$ cat src/rtl/ubxp_pkg.sv
`timescale 1ns / 1ps
// ---------------------------------------------------------------------------
// ubxp_pkg: shared types and constants of the binary frame parser
// Sync bytes, register map, result kinds, frame end codes and the
// result record that travels from the parser core to the output register.
// ---------------------------------------------------------------------------
package ubxp_pkg;

   localparam logic [7:0] SyncFirst  = 8'hB5;
   localparam logic [7:0] SyncSecond = 8'h62;

   // Configuration port: one 32-bit register at byte address 0.
   localparam int unsigned CsrAddrWidth = 3;
   localparam int unsigned CsrDataWidth = 32;
   localparam logic        RegMaxPayload = 1'b0;   // register index, from paddr[2]
   localparam logic [15:0] MaxPayloadReset = 16'd256;

   localparam logic KindPayload  = 1'b0;
   localparam logic KindFrameEnd = 1'b1;

   localparam logic [1:0] StatusGood     = 2'd0;
   localparam logic [1:0] StatusCheckA   = 2'd1;
   localparam logic [1:0] StatusCheckB   = 2'd2;
   localparam logic [1:0] StatusLenRejct = 2'd3;

   typedef enum logic [8:0] {
      PhSync1   = 9'b0_0000_0001,
      PhSync2   = 9'b0_0000_0010,
      PhClass   = 9'b0_0000_0100,
      PhId      = 9'b0_0000_1000,
      PhLenLo   = 9'b0_0001_0000,
      PhLenHi   = 9'b0_0010_0000,
      PhPayload = 9'b0_0100_0000,
      PhCheckA  = 9'b0_1000_0000,
      PhCheckB  = 9'b1_0000_0000
   } phase_type;

   typedef struct packed {
      logic        kind;
      logic [7:0]  data_byte;
      logic [15:0] byte_index;
      logic [7:0]  msg_class;
      logic [7:0]  msg_id;
      logic [15:0] payload_length;
      logic [1:0]  status;
   } result_type;

endpackage

$ cat src/rtl/ubxp_csr.sv
`timescale 1ns / 1ps
// ---------------------------------------------------------------------------
// ubxp_csr: configuration register block
// Holds the maximum payload length register behind an APB-style port.
// ---------------------------------------------------------------------------
module ubxp_csr
   import ubxp_pkg::*;
(
   input  logic                    clock,
   input  logic                    reset,
   input  logic                    csr_psel,
   input  logic                    csr_penable,
   input  logic                    csr_pwrite,
   input  logic [CsrAddrWidth-1:0] csr_paddr,
   input  logic [CsrDataWidth-1:0] csr_pwdata,
   output logic [CsrDataWidth-1:0] csr_prdata,
   output logic                    csr_pready,
   output logic [15:0]             max_payload
);

   logic [15:0] max_payload_ff;
   logic [15:0] max_payload_in;
   logic        wr_en;

   assign csr_pready = 1'b1;
   assign wr_en      = csr_psel && csr_penable && csr_pwrite && csr_pready;

   always_comb begin
      max_payload_in = max_payload_ff;
      if (wr_en && (csr_paddr[2] == RegMaxPayload)) begin
         max_payload_in = csr_pwdata[15:0];
      end
   end

   always_ff @(posedge clock) begin
      if (reset) begin
         max_payload_ff <= MaxPayloadReset;
      end else begin
         max_payload_ff <= max_payload_in;
      end
   end

   always_comb begin
      csr_prdata = '0;
      if (csr_paddr[2] == RegMaxPayload) begin
         csr_prdata = {{(CsrDataWidth-16){1'b0}}, max_payload_ff};
      end
   end

   // The low address bits play no part in decoding.
   logic unused_addr;
   assign unused_addr = ^csr_paddr[1:0];

   assign max_payload = max_payload_ff;

endmodule

$ cat src/rtl/ubxp_core.sv
`timescale 1ns / 1ps
// ---------------------------------------------------------------------------
// ubxp_core: frame parser state machine and Fletcher-8 sums
// Consumes one byte per advance and forms at most one result from it.
// ---------------------------------------------------------------------------
module ubxp_core
   import ubxp_pkg::*;
(
   input  logic        clock,
   input  logic        reset,
   input  logic        advance,
   input  logic [7:0]  rx_byte,
   input  logic [15:0] max_payload,
   output logic        res_valid,
   output result_type  res
);

   phase_type   phase_ff, phase_in;
   logic [7:0]  sum_a_ff, sum_a_in;
   logic [7:0]  sum_b_ff, sum_b_in;
   logic [7:0]  class_ff, class_in;
   logic [7:0]  id_ff, id_in;
   logic [15:0] length_ff, length_in;
   logic [15:0] count_ff, count_in;

   logic [7:0]  acc_a;
   logic [7:0]  acc_b;
   logic [15:0] full_length;
   logic [16:0] count_next;

   assign acc_a       = sum_a_ff + rx_byte;
   assign acc_b       = sum_b_ff + acc_a;
   assign full_length = {rx_byte, length_ff[7:0]};
   assign count_next  = {1'b0, count_ff} + 17'd1;

   always_comb begin
      phase_in  = phase_ff;
      sum_a_in  = sum_a_ff;
      sum_b_in  = sum_b_ff;
      class_in  = class_ff;
      id_in     = id_ff;
      length_in = length_ff;
      count_in  = count_ff;
      res_valid = 1'b0;
      res.kind           = KindPayload;
      res.data_byte      = 8'd0;
      res.byte_index     = 16'd0;
      res.msg_class      = class_ff;
      res.msg_id         = id_ff;
      res.payload_length = length_ff;
      res.status         = StatusGood;

      case (phase_ff)
         PhSync2: begin
            if (rx_byte == SyncSecond) begin
               sum_a_in = 8'd0;
               sum_b_in = 8'd0;
               phase_in = PhClass;
            end else begin
               phase_in = PhSync1;
            end
         end
         PhClass: begin
            class_in = rx_byte;
            sum_a_in = acc_a;
            sum_b_in = acc_b;
            phase_in = PhId;
         end
         PhId: begin
            id_in    = rx_byte;
            sum_a_in = acc_a;
            sum_b_in = acc_b;
            phase_in = PhLenLo;
         end
         PhLenLo: begin
            length_in = {8'd0, rx_byte};
            sum_a_in  = acc_a;
            sum_b_in  = acc_b;
            phase_in  = PhLenHi;
         end
         PhLenHi: begin
            length_in = full_length;
            sum_a_in  = acc_a;
            sum_b_in  = acc_b;
            count_in  = 16'd0;
            res.payload_length = full_length;
            if (full_length == 16'd0) begin
               phase_in = PhCheckA;
            end else if (full_length < max_payload) begin
               phase_in = PhPayload;
            end else begin
               phase_in   = PhSync1;
               res_valid  = 1'b1;
               res.kind   = KindFrameEnd;
               res.status = StatusLenRejct;
            end
         end
         PhPayload: begin
            sum_a_in       = acc_a;
            sum_b_in       = acc_b;
            count_in       = count_next[15:0];
            res_valid      = 1'b1;
            res.data_byte  = rx_byte;
            res.byte_index = count_ff;
            if (count_next >= {1'b0, length_ff}) begin
               phase_in = PhCheckA;
            end
         end
         PhCheckA: begin
            if (rx_byte == sum_a_ff) begin
               phase_in = PhCheckB;
            end else begin
               phase_in   = PhSync1;
               res_valid  = 1'b1;
               res.kind   = KindFrameEnd;
               res.status = StatusCheckA;
            end
         end
         PhCheckB: begin
            phase_in   = PhSync1;
            res_valid  = 1'b1;
            res.kind   = KindFrameEnd;
            res.status = (rx_byte == sum_b_ff) ? StatusGood : StatusCheckB;
         end
         default: begin
            phase_in = (rx_byte == SyncFirst) ? PhSync2 : PhSync1;
         end
      endcase
   end

   always_ff @(posedge clock) begin
      if (reset) begin
         phase_ff  <= PhSync1;
         sum_a_ff  <= 8'd0;
         sum_b_ff  <= 8'd0;
         class_ff  <= 8'd0;
         id_ff     <= 8'd0;
         length_ff <= 16'd0;
         count_ff  <= 16'd0;
      end else if (advance) begin
         phase_ff  <= phase_in;
         sum_a_ff  <= sum_a_in;
         sum_b_ff  <= sum_b_in;
         class_ff  <= class_in;
         id_ff     <= id_in;
         length_ff <= length_in;
         count_ff  <= count_in;
      end
   end

`ifndef SYNTH
   // Every frame end sends the parser back to hunting for the first sync byte.
   a_end_returns_to_hunt: assert property (@(posedge clock) disable iff (reset)
      advance && res_valid && (res.kind == KindFrameEnd) |=> phase_ff == PhSync1)
      else $error("frame end did not return to sync hunting");

   // A payload byte always lies inside the declared payload.
   a_index_in_range: assert property (@(posedge clock) disable iff (reset)
      advance && res_valid && (res.kind == KindPayload) |-> res.byte_index < length_ff)
      else $error("payload index beyond declared length");

   // A good second sync byte starts the check sums afresh.
   a_sums_cleared: assert property (@(posedge clock) disable iff (reset)
      advance && (phase_ff == PhSync2) && (rx_byte == SyncSecond)
      |=> (sum_a_ff == 8'd0) && (sum_b_ff == 8'd0))
      else $error("check sums not cleared at frame start");
`endif

endmodule

$ cat src/rtl/ubxp_out_reg.sv
`timescale 1ns / 1ps
// ---------------------------------------------------------------------------
// ubxp_out_reg: result register
// Holds one result until the receiver takes it, and reports when a new
// result may be loaded.
// ---------------------------------------------------------------------------
module ubxp_out_reg
   import ubxp_pkg::*;
(
   input  logic       clock,
   input  logic       reset,
   input  logic       load,
   input  logic       load_valid,
   input  result_type load_res,
   output logic       free,
   output logic       rsp_valid,
   input  logic       rsp_ready,
   output result_type rsp_res
);

   logic       valid_ff, valid_in;
   result_type res_ff, res_in;

   assign free = !valid_ff || rsp_ready;

   always_comb begin
      valid_in = valid_ff;
      res_in   = res_ff;
      if (free) begin
         valid_in = load && load_valid;
         if (load && load_valid) begin
            res_in = load_res;
         end
      end
   end

   always_ff @(posedge clock) begin
      if (reset) begin
         valid_ff <= 1'b0;
      end else begin
         valid_ff <= valid_in;
      end
   end

   always_ff @(posedge clock) begin
      res_ff <= res_in;
   end

   assign rsp_valid = valid_ff;
   assign rsp_res   = res_ff;

endmodule

$ cat src/rtl/ubx_frame_parser.sv
`timescale 1ns / 1ps
// ---------------------------------------------------------------------------
// ubx_frame_parser: binary frame parser with Fletcher-8 checking
// Finds sync-framed binary messages in a byte stream and reports each
// payload byte and the outcome of every frame.
// ---------------------------------------------------------------------------
// Usage:
// One received byte is offered per transaction on the req_ channel. Each
// byte is first captured in an input register; when the output register
// can take a result, the parser core updates its state and check sums and,
// where the byte yields one, loads a result into the output register, from
// which the rsp_ channel presents it. The block takes one byte per cycle
// for as long as results are taken as fast as they appear; the single
// parser pass per byte sets that rate.
// Payload bytes come out with their index; every frame that completes or
// is abandoned after its header gives one frame end result with a status.
// When the receiver stalls, the result waits in the output register and
// the byte in the input register waits behind it, so at most one further
// transaction is taken before req_ready drops. No result is ever dropped.
// Reset empties both registers, returns the parser to hunting for the
// first sync byte and sets the maximum payload length register to 256.
// The register may be written over csr_ only while no byte is in flight.
// ---------------------------------------------------------------------------
module ubx_frame_parser
   import ubxp_pkg::*;
(
   input  logic                    clock,
   input  logic                    reset,
   input  logic                    req_valid,
   output logic                    req_ready,
   input  logic [7:0]              req_rx_byte,
   output logic                    rsp_valid,
   input  logic                    rsp_ready,
   output logic                    rsp_kind,
   output logic [7:0]              rsp_data_byte,
   output logic [15:0]             rsp_byte_index,
   output logic [7:0]              rsp_msg_class,
   output logic [7:0]              rsp_msg_id,
   output logic [15:0]             rsp_payload_length,
   output logic [1:0]              rsp_status,
   input  logic                    csr_psel,
   input  logic                    csr_penable,
   input  logic                    csr_pwrite,
   input  logic [CsrAddrWidth-1:0] csr_paddr,
   input  logic [CsrDataWidth-1:0] csr_pwdata,
   output logic [CsrDataWidth-1:0] csr_prdata,
   output logic                    csr_pready
);

   logic        s1_valid_ff, s1_valid_in;
   logic [7:0]  s1_byte_ff, s1_byte_in;
   logic        out_free;
   logic        s1_fire;
   logic        req_fire;
   logic [15:0] max_payload;
   logic        core_res_valid;
   result_type  core_res;
   result_type  out_res;

   ubxp_csr u_csr (
      .clock       (clock),
      .reset       (reset),
      .csr_psel    (csr_psel),
      .csr_penable (csr_penable),
      .csr_pwrite  (csr_pwrite),
      .csr_paddr   (csr_paddr),
      .csr_pwdata  (csr_pwdata),
      .csr_prdata  (csr_prdata),
      .csr_pready  (csr_pready),
      .max_payload (max_payload)
   );

   // The held byte moves on whenever the output register can take its
   // result; bytes that give no result move on under the same rule.
   assign s1_fire   = s1_valid_ff && out_free;
   assign req_ready = !s1_valid_ff || out_free;
   assign req_fire  = req_valid && req_ready;

   always_comb begin
      s1_valid_in = s1_valid_ff;
      s1_byte_in  = s1_byte_ff;
      if (req_fire) begin
         s1_valid_in = 1'b1;
         s1_byte_in  = req_rx_byte;
      end else if (s1_fire) begin
         s1_valid_in = 1'b0;
      end
   end

   always_ff @(posedge clock) begin
      if (reset) begin
         s1_valid_ff <= 1'b0;
      end else begin
         s1_valid_ff <= s1_valid_in;
      end
   end

   always_ff @(posedge clock) begin
      s1_byte_ff <= s1_byte_in;
   end

   ubxp_core u_core (
      .clock       (clock),
      .reset       (reset),
      .advance     (s1_fire),
      .rx_byte     (s1_byte_ff),
      .max_payload (max_payload),
      .res_valid   (core_res_valid),
      .res         (core_res)
   );

   ubxp_out_reg u_out_reg (
      .clock      (clock),
      .reset      (reset),
      .load       (s1_fire),
      .load_valid (core_res_valid),
      .load_res   (core_res),
      .free       (out_free),
      .rsp_valid  (rsp_valid),
      .rsp_ready  (rsp_ready),
      .rsp_res    (out_res)
   );

   assign rsp_kind           = out_res.kind;
   assign rsp_data_byte      = out_res.data_byte;
   assign rsp_byte_index     = out_res.byte_index;
   assign rsp_msg_class      = out_res.msg_class;
   assign rsp_msg_id         = out_res.msg_id;
   assign rsp_payload_length = out_res.payload_length;
   assign rsp_status         = out_res.status;

`ifndef SYNTH
   // A byte held behind a stalled result register must wait unchanged.
   a_held_byte_waits: assert property (@(posedge clock) disable iff (reset)
      s1_valid_ff && !out_free |=> s1_valid_ff && $stable(s1_byte_ff))
      else $error("held byte lost while output stalled");
`endif

endmodule

$ cat config.mk
export PLATFORM = sky130hd
export DESIGN_NAME = ubx_frame_parser
export DESIGN_NICKNAME = d
export VERILOG_FILES = /design/src/rtl/ubxp_pkg.sv /design/src/rtl/ubxp_csr.sv /design/src/rtl/ubxp_core.sv /design/src/rtl/ubxp_out_reg.sv /design/src/rtl/ubx_frame_parser.sv
export SDC_FILE = /design/constraint.sdc
export NUM_CORES = 1
export LEC_CHECK = 0
export BUFFER_PORTS_ARGS = -buffer_cell sky130_fd_sc_hd__clkbuf_2
export CORE_MARGIN = 1
export CORE_UTILIZATION = 56
export CTS_BUF_LIST = sky130_fd_sc_hd__clkbuf_4 sky130_fd_sc_hd__clkbuf_8 sky130_fd_sc_hd__clkbuf_16
export DETAILED_ROUTE_END_ITERATION = 12
export PLACE_DENSITY = 0.87
export SLEW_MARGIN = 20
export SYNTH_ARGS = -nofsm -noshare
export SYNTH_HDL_FRONTEND = slang
export SYNTH_HIERARCHICAL = 1
export SYNTH_SLANG_ARGS = --single-unit
$ cat constraint.sdc
create_clock -name clock -period 4.3 [get_ports clock]
set_input_delay 1.29 -clock clock [delete_from_list [all_inputs] [get_ports clock]]
set_output_delay 1.29 -clock clock [all_outputs]
set_load 0.005 [all_outputs]
==> key figures <==
Status
  • Status: completed

Power
  • VDD IR max: 0.000265 V
  • P per Cell Area: 350 nW/µm²
  • Pleak: ~3.7 nW
  • Tot Pwr: 0.00323 W

Global route
  • Total Routing Usage GR: 0.247
  • Vias in the first global route: between 5000 and 6000
  • Global-route wire length before repair: roughly 28 mm
  • Largest net degree at the start of global routing: 67
  • Overflow left after global routing: 0
  • Initial antenna violation count: 0

Layout
  • Synth-to-layout area growth: 14.4%
  • Non-filler cells, final: 1083
  • Fraction of layout instances using a drive strength above 1: 0.200
  • Util after Layout: 0.659
  • Diode count: 0
  • Final net count: around 1000

Yosys
  • Seq/Total Area, Yosys: 0.475
  • Synth Flop Type: dfxtp_1
  • Count of cell types in the netlist: just under 70
  • Most area-hungry cell type in the Yosys netlist: edfxtp_1
  • Ys async rst share: 0
  • EDFF count, synth: between 60 and 70
  • Post-synth top area share: 0.249
  • #FFs+latches synth: between 150 and 200
  • Post-synth top cells: 91 x dfxtp_1, 76 x nor2_1, 67 x edfxtp_1
  • Cells after Synth: approximately 800
  • Avg Cell Area, Syn: between 10 and 15 µm²
  • Count leader, synth: dfxtp_1
  • Synthesized area: 8060 µm²
  • Warnings from Yosys: 6
  • Synth area leaders: edfxtp_1 25%, dfxtp_1 23%, ha_1 7.1%

Hold path
  • Hold WC Path Type: reg2reg

Clocking
  • CTS H-tree depth: 4
  • Clk sinks: approximately 160
  • Reg clk slew, reported paths: around 70 ps
  • Clk_lat worst skew: roughly 430 ps
  • CTS tree: done
  • CTS Buf Count: 17
  • Post-CTS sizing: 0
  • CTS root buffer: clkbuf_16
  • CTS Hold Buffers Added: 0
  • Buffer count from post-CTS setup fixing: 0
  • Clock Path Buffers: 2

Worst setup path
  • Setup Crit Path Kind: reg2reg
  • Crit path cell chain: ha_1, nand3_1, nor2_1, nand3_1, xnor2_1, ha_1, nand2_1, nor4_1, a211o_1, a2111oi_1, a21oi_1, and2b_2, or3_1
  • Worst Path Arrival: between 4000 and 5000 ps
  • CP max FO: 7
  • Max incr delay on CP: 650 ps
  • Critical Path Sink Type: flop
  • Critical path required time: between 4000 and 5000 ps
  • Startpoint Class: flop
  • Critical-path top delay cell: a21oi_1

Timing
  • Setup violators final: 0
  • Crit share post-route: 0.885
  • Period minus WS final: between 3000 and 4000 ps
  • Clk_skew: approximately 11 ps
  • Fin. Hold Viols: 0
  • Slew Viols, Final: 0
  • Max Fclk: roughly 260 MHz
  • Total negative slack: 0 ps
  • Least-Margin Pin Slew: approximately 980 ps
  • Worst rel slew slack: 0.343
  • RSZ-0062 raised after global routing: false

Floorplanning
  • Num ports: ~140
  • Die area: 14900 µm²
  • Die H: roughly 120 µm
  • Die W: 122 µm
  • Rows: 43
  • Initial core utilization: 0.576
  • Core ar.: roughly 14000 µm²

Route
  • Vias per inst: around 5.6
  • Via count: around 6000
  • Initial DRC Count: around 410
  • Routed WL per cell: roughly 16 µm
  • 1st-pass router iterations: 5
  • Final ANT Viol Nets: 0
  • DRT Wirelength: ~18 mm
  • DRC Markers: 0

Placement
  • PortBufs: ~110
  • Dpl hpwl: approximately 12 mm
  • Gpl congestion: 0.888
  • Placed Cells: 1051

Job
  • # Max-Cap Violations: 0
## final cells by class
type / count / area [µm²]
Sequential cell: 158 / 3830
Timing Repair Buffer: 123 / 666
Multi-Input combinational cell: 547 / 3760
Clock buffer: 18 / 433
Inverter: 43 / 161
Fill cell: 1091 / 4760
Clock inverter: 14 / 149
Tap cell: 180 / 225
## sequential cells by signal, indices dropped and copies added, names as in the netlist
register and count:
s1_byte_ff 8, u_out_reg/rsp_valid 1, u_core/sum_b_ff 8, u_csr/max_payload 16, s1_valid_ff 1, u_core/count_ff 16
u_core/class_ff 8, u_core/id_ff 8, u_core/sum_a_ff 8, u_out_reg/rsp_res 59, u_core/phase_ff 9, u_core/length_ff 16
## final timing paths
check | startpoint | end | slack (ps) | cells after the start
worst max-delay path | u_core/count_ff[0] | u_core/phase_ff[0] | 500 | 13
worst min-delay path | u_core/class_ff[2] | u_out_reg/rsp_res[28] | 440 | 0
worst max register to register | u_core/count_ff[0] | u_core/phase_ff[0] | 500 | 13
worst min register to register | u_core/class_ff[2] | u_out_reg/rsp_res[28] | 440 | 0
## stage by stage
| stage | setup slack [ps] | instance area [µm²] | hold slack [ps] |
|---|---|---|---|
| after floorplan | 1050 | 8120 | 408 |
| after global placement | 695 | 8640 | 414 |
| after detailed placement | 603 | 8640 | 421 |
| after CTS | 593 | 9220 | 437 |
| after global routing | 337 | 9230 | 446 |
| final | 496 | 9230 | 436 |
## power by group
group / leakage [nW] / internal, W / switching [W] / total, W
combinational: 2.14 / 0.0000693 / 0.000104 / 0.000173
clock: 0.287 / 0.000826 / 0.000653 / 0.00148
sequential: 1.30 / 0.00157 / 0.0000140 / 0.00158
## cells by family after synthesis
logic type / Yosys count / synth area share
and+or+nand+nor: 281 / 0.191
DFF: 158 / 0.475
AOI/OAI and AO/OA: 122 / 0.0964
buffers and inverters: 108 / 0.0666
adders and majority gates: 48 / 0.0763
muxes: 44 / 0.0549
xor gates and xnor gates: 35 / 0.0380
other: 2 / 0.000931
## worst max-delay path: cells and delay by family, from the launching register on
kind                       cells  cell delay (ps)
xor gates and xnor gates       1              170
DFF                            1              450
AOI/OAI and AO/OA              3              900
adders and majority gates      2              560
and+or+nand+nor                7             1600
## routing by layer
metal,up-vias,track usage,part of all wire
met1,2901,0.286,0.41
li1,2929,-,-
met4,0,0.138,0.032
met2,232,0.428,0.50
met5,-,0,0
met3,51,0.0463,0.054
## cells in the final DEF, fill, tap and decap left out, types with 5 or more instances in the layout
master / netlist / routed
and2_1: 28 / 28
nand3_1: 27 / 27
inv_1: 43 / 43
nand2b_1: 38 / 38
buf_4: 25 / 14
mux2i_1: 42 / 42
nor4_1: 9 / 9
a21o_1: 7 / 7
o21ai_0: 24 / 24
a21oi_1: 40 / 40
conb_1: 2 / 17
xor2_1: 9 / 9
and2b_2: 8 / 8
xnor2_1: 26 / 26
edfxtp_1: 67 / 67
ha_1: 46 / 46
nor2_1: 76 / 76
clkbuf_2: 0 / 108
clkbuf_16: 0 / 17
a22oi_1: 23 / 23
dfxtp_1: 91 / 91
nand4_1: 12 / 12
nor2b_1: 12 / 12
nand2_1: 36 / 36
nor3_1: 5 / 5
(Power assumes the default switching activity.)
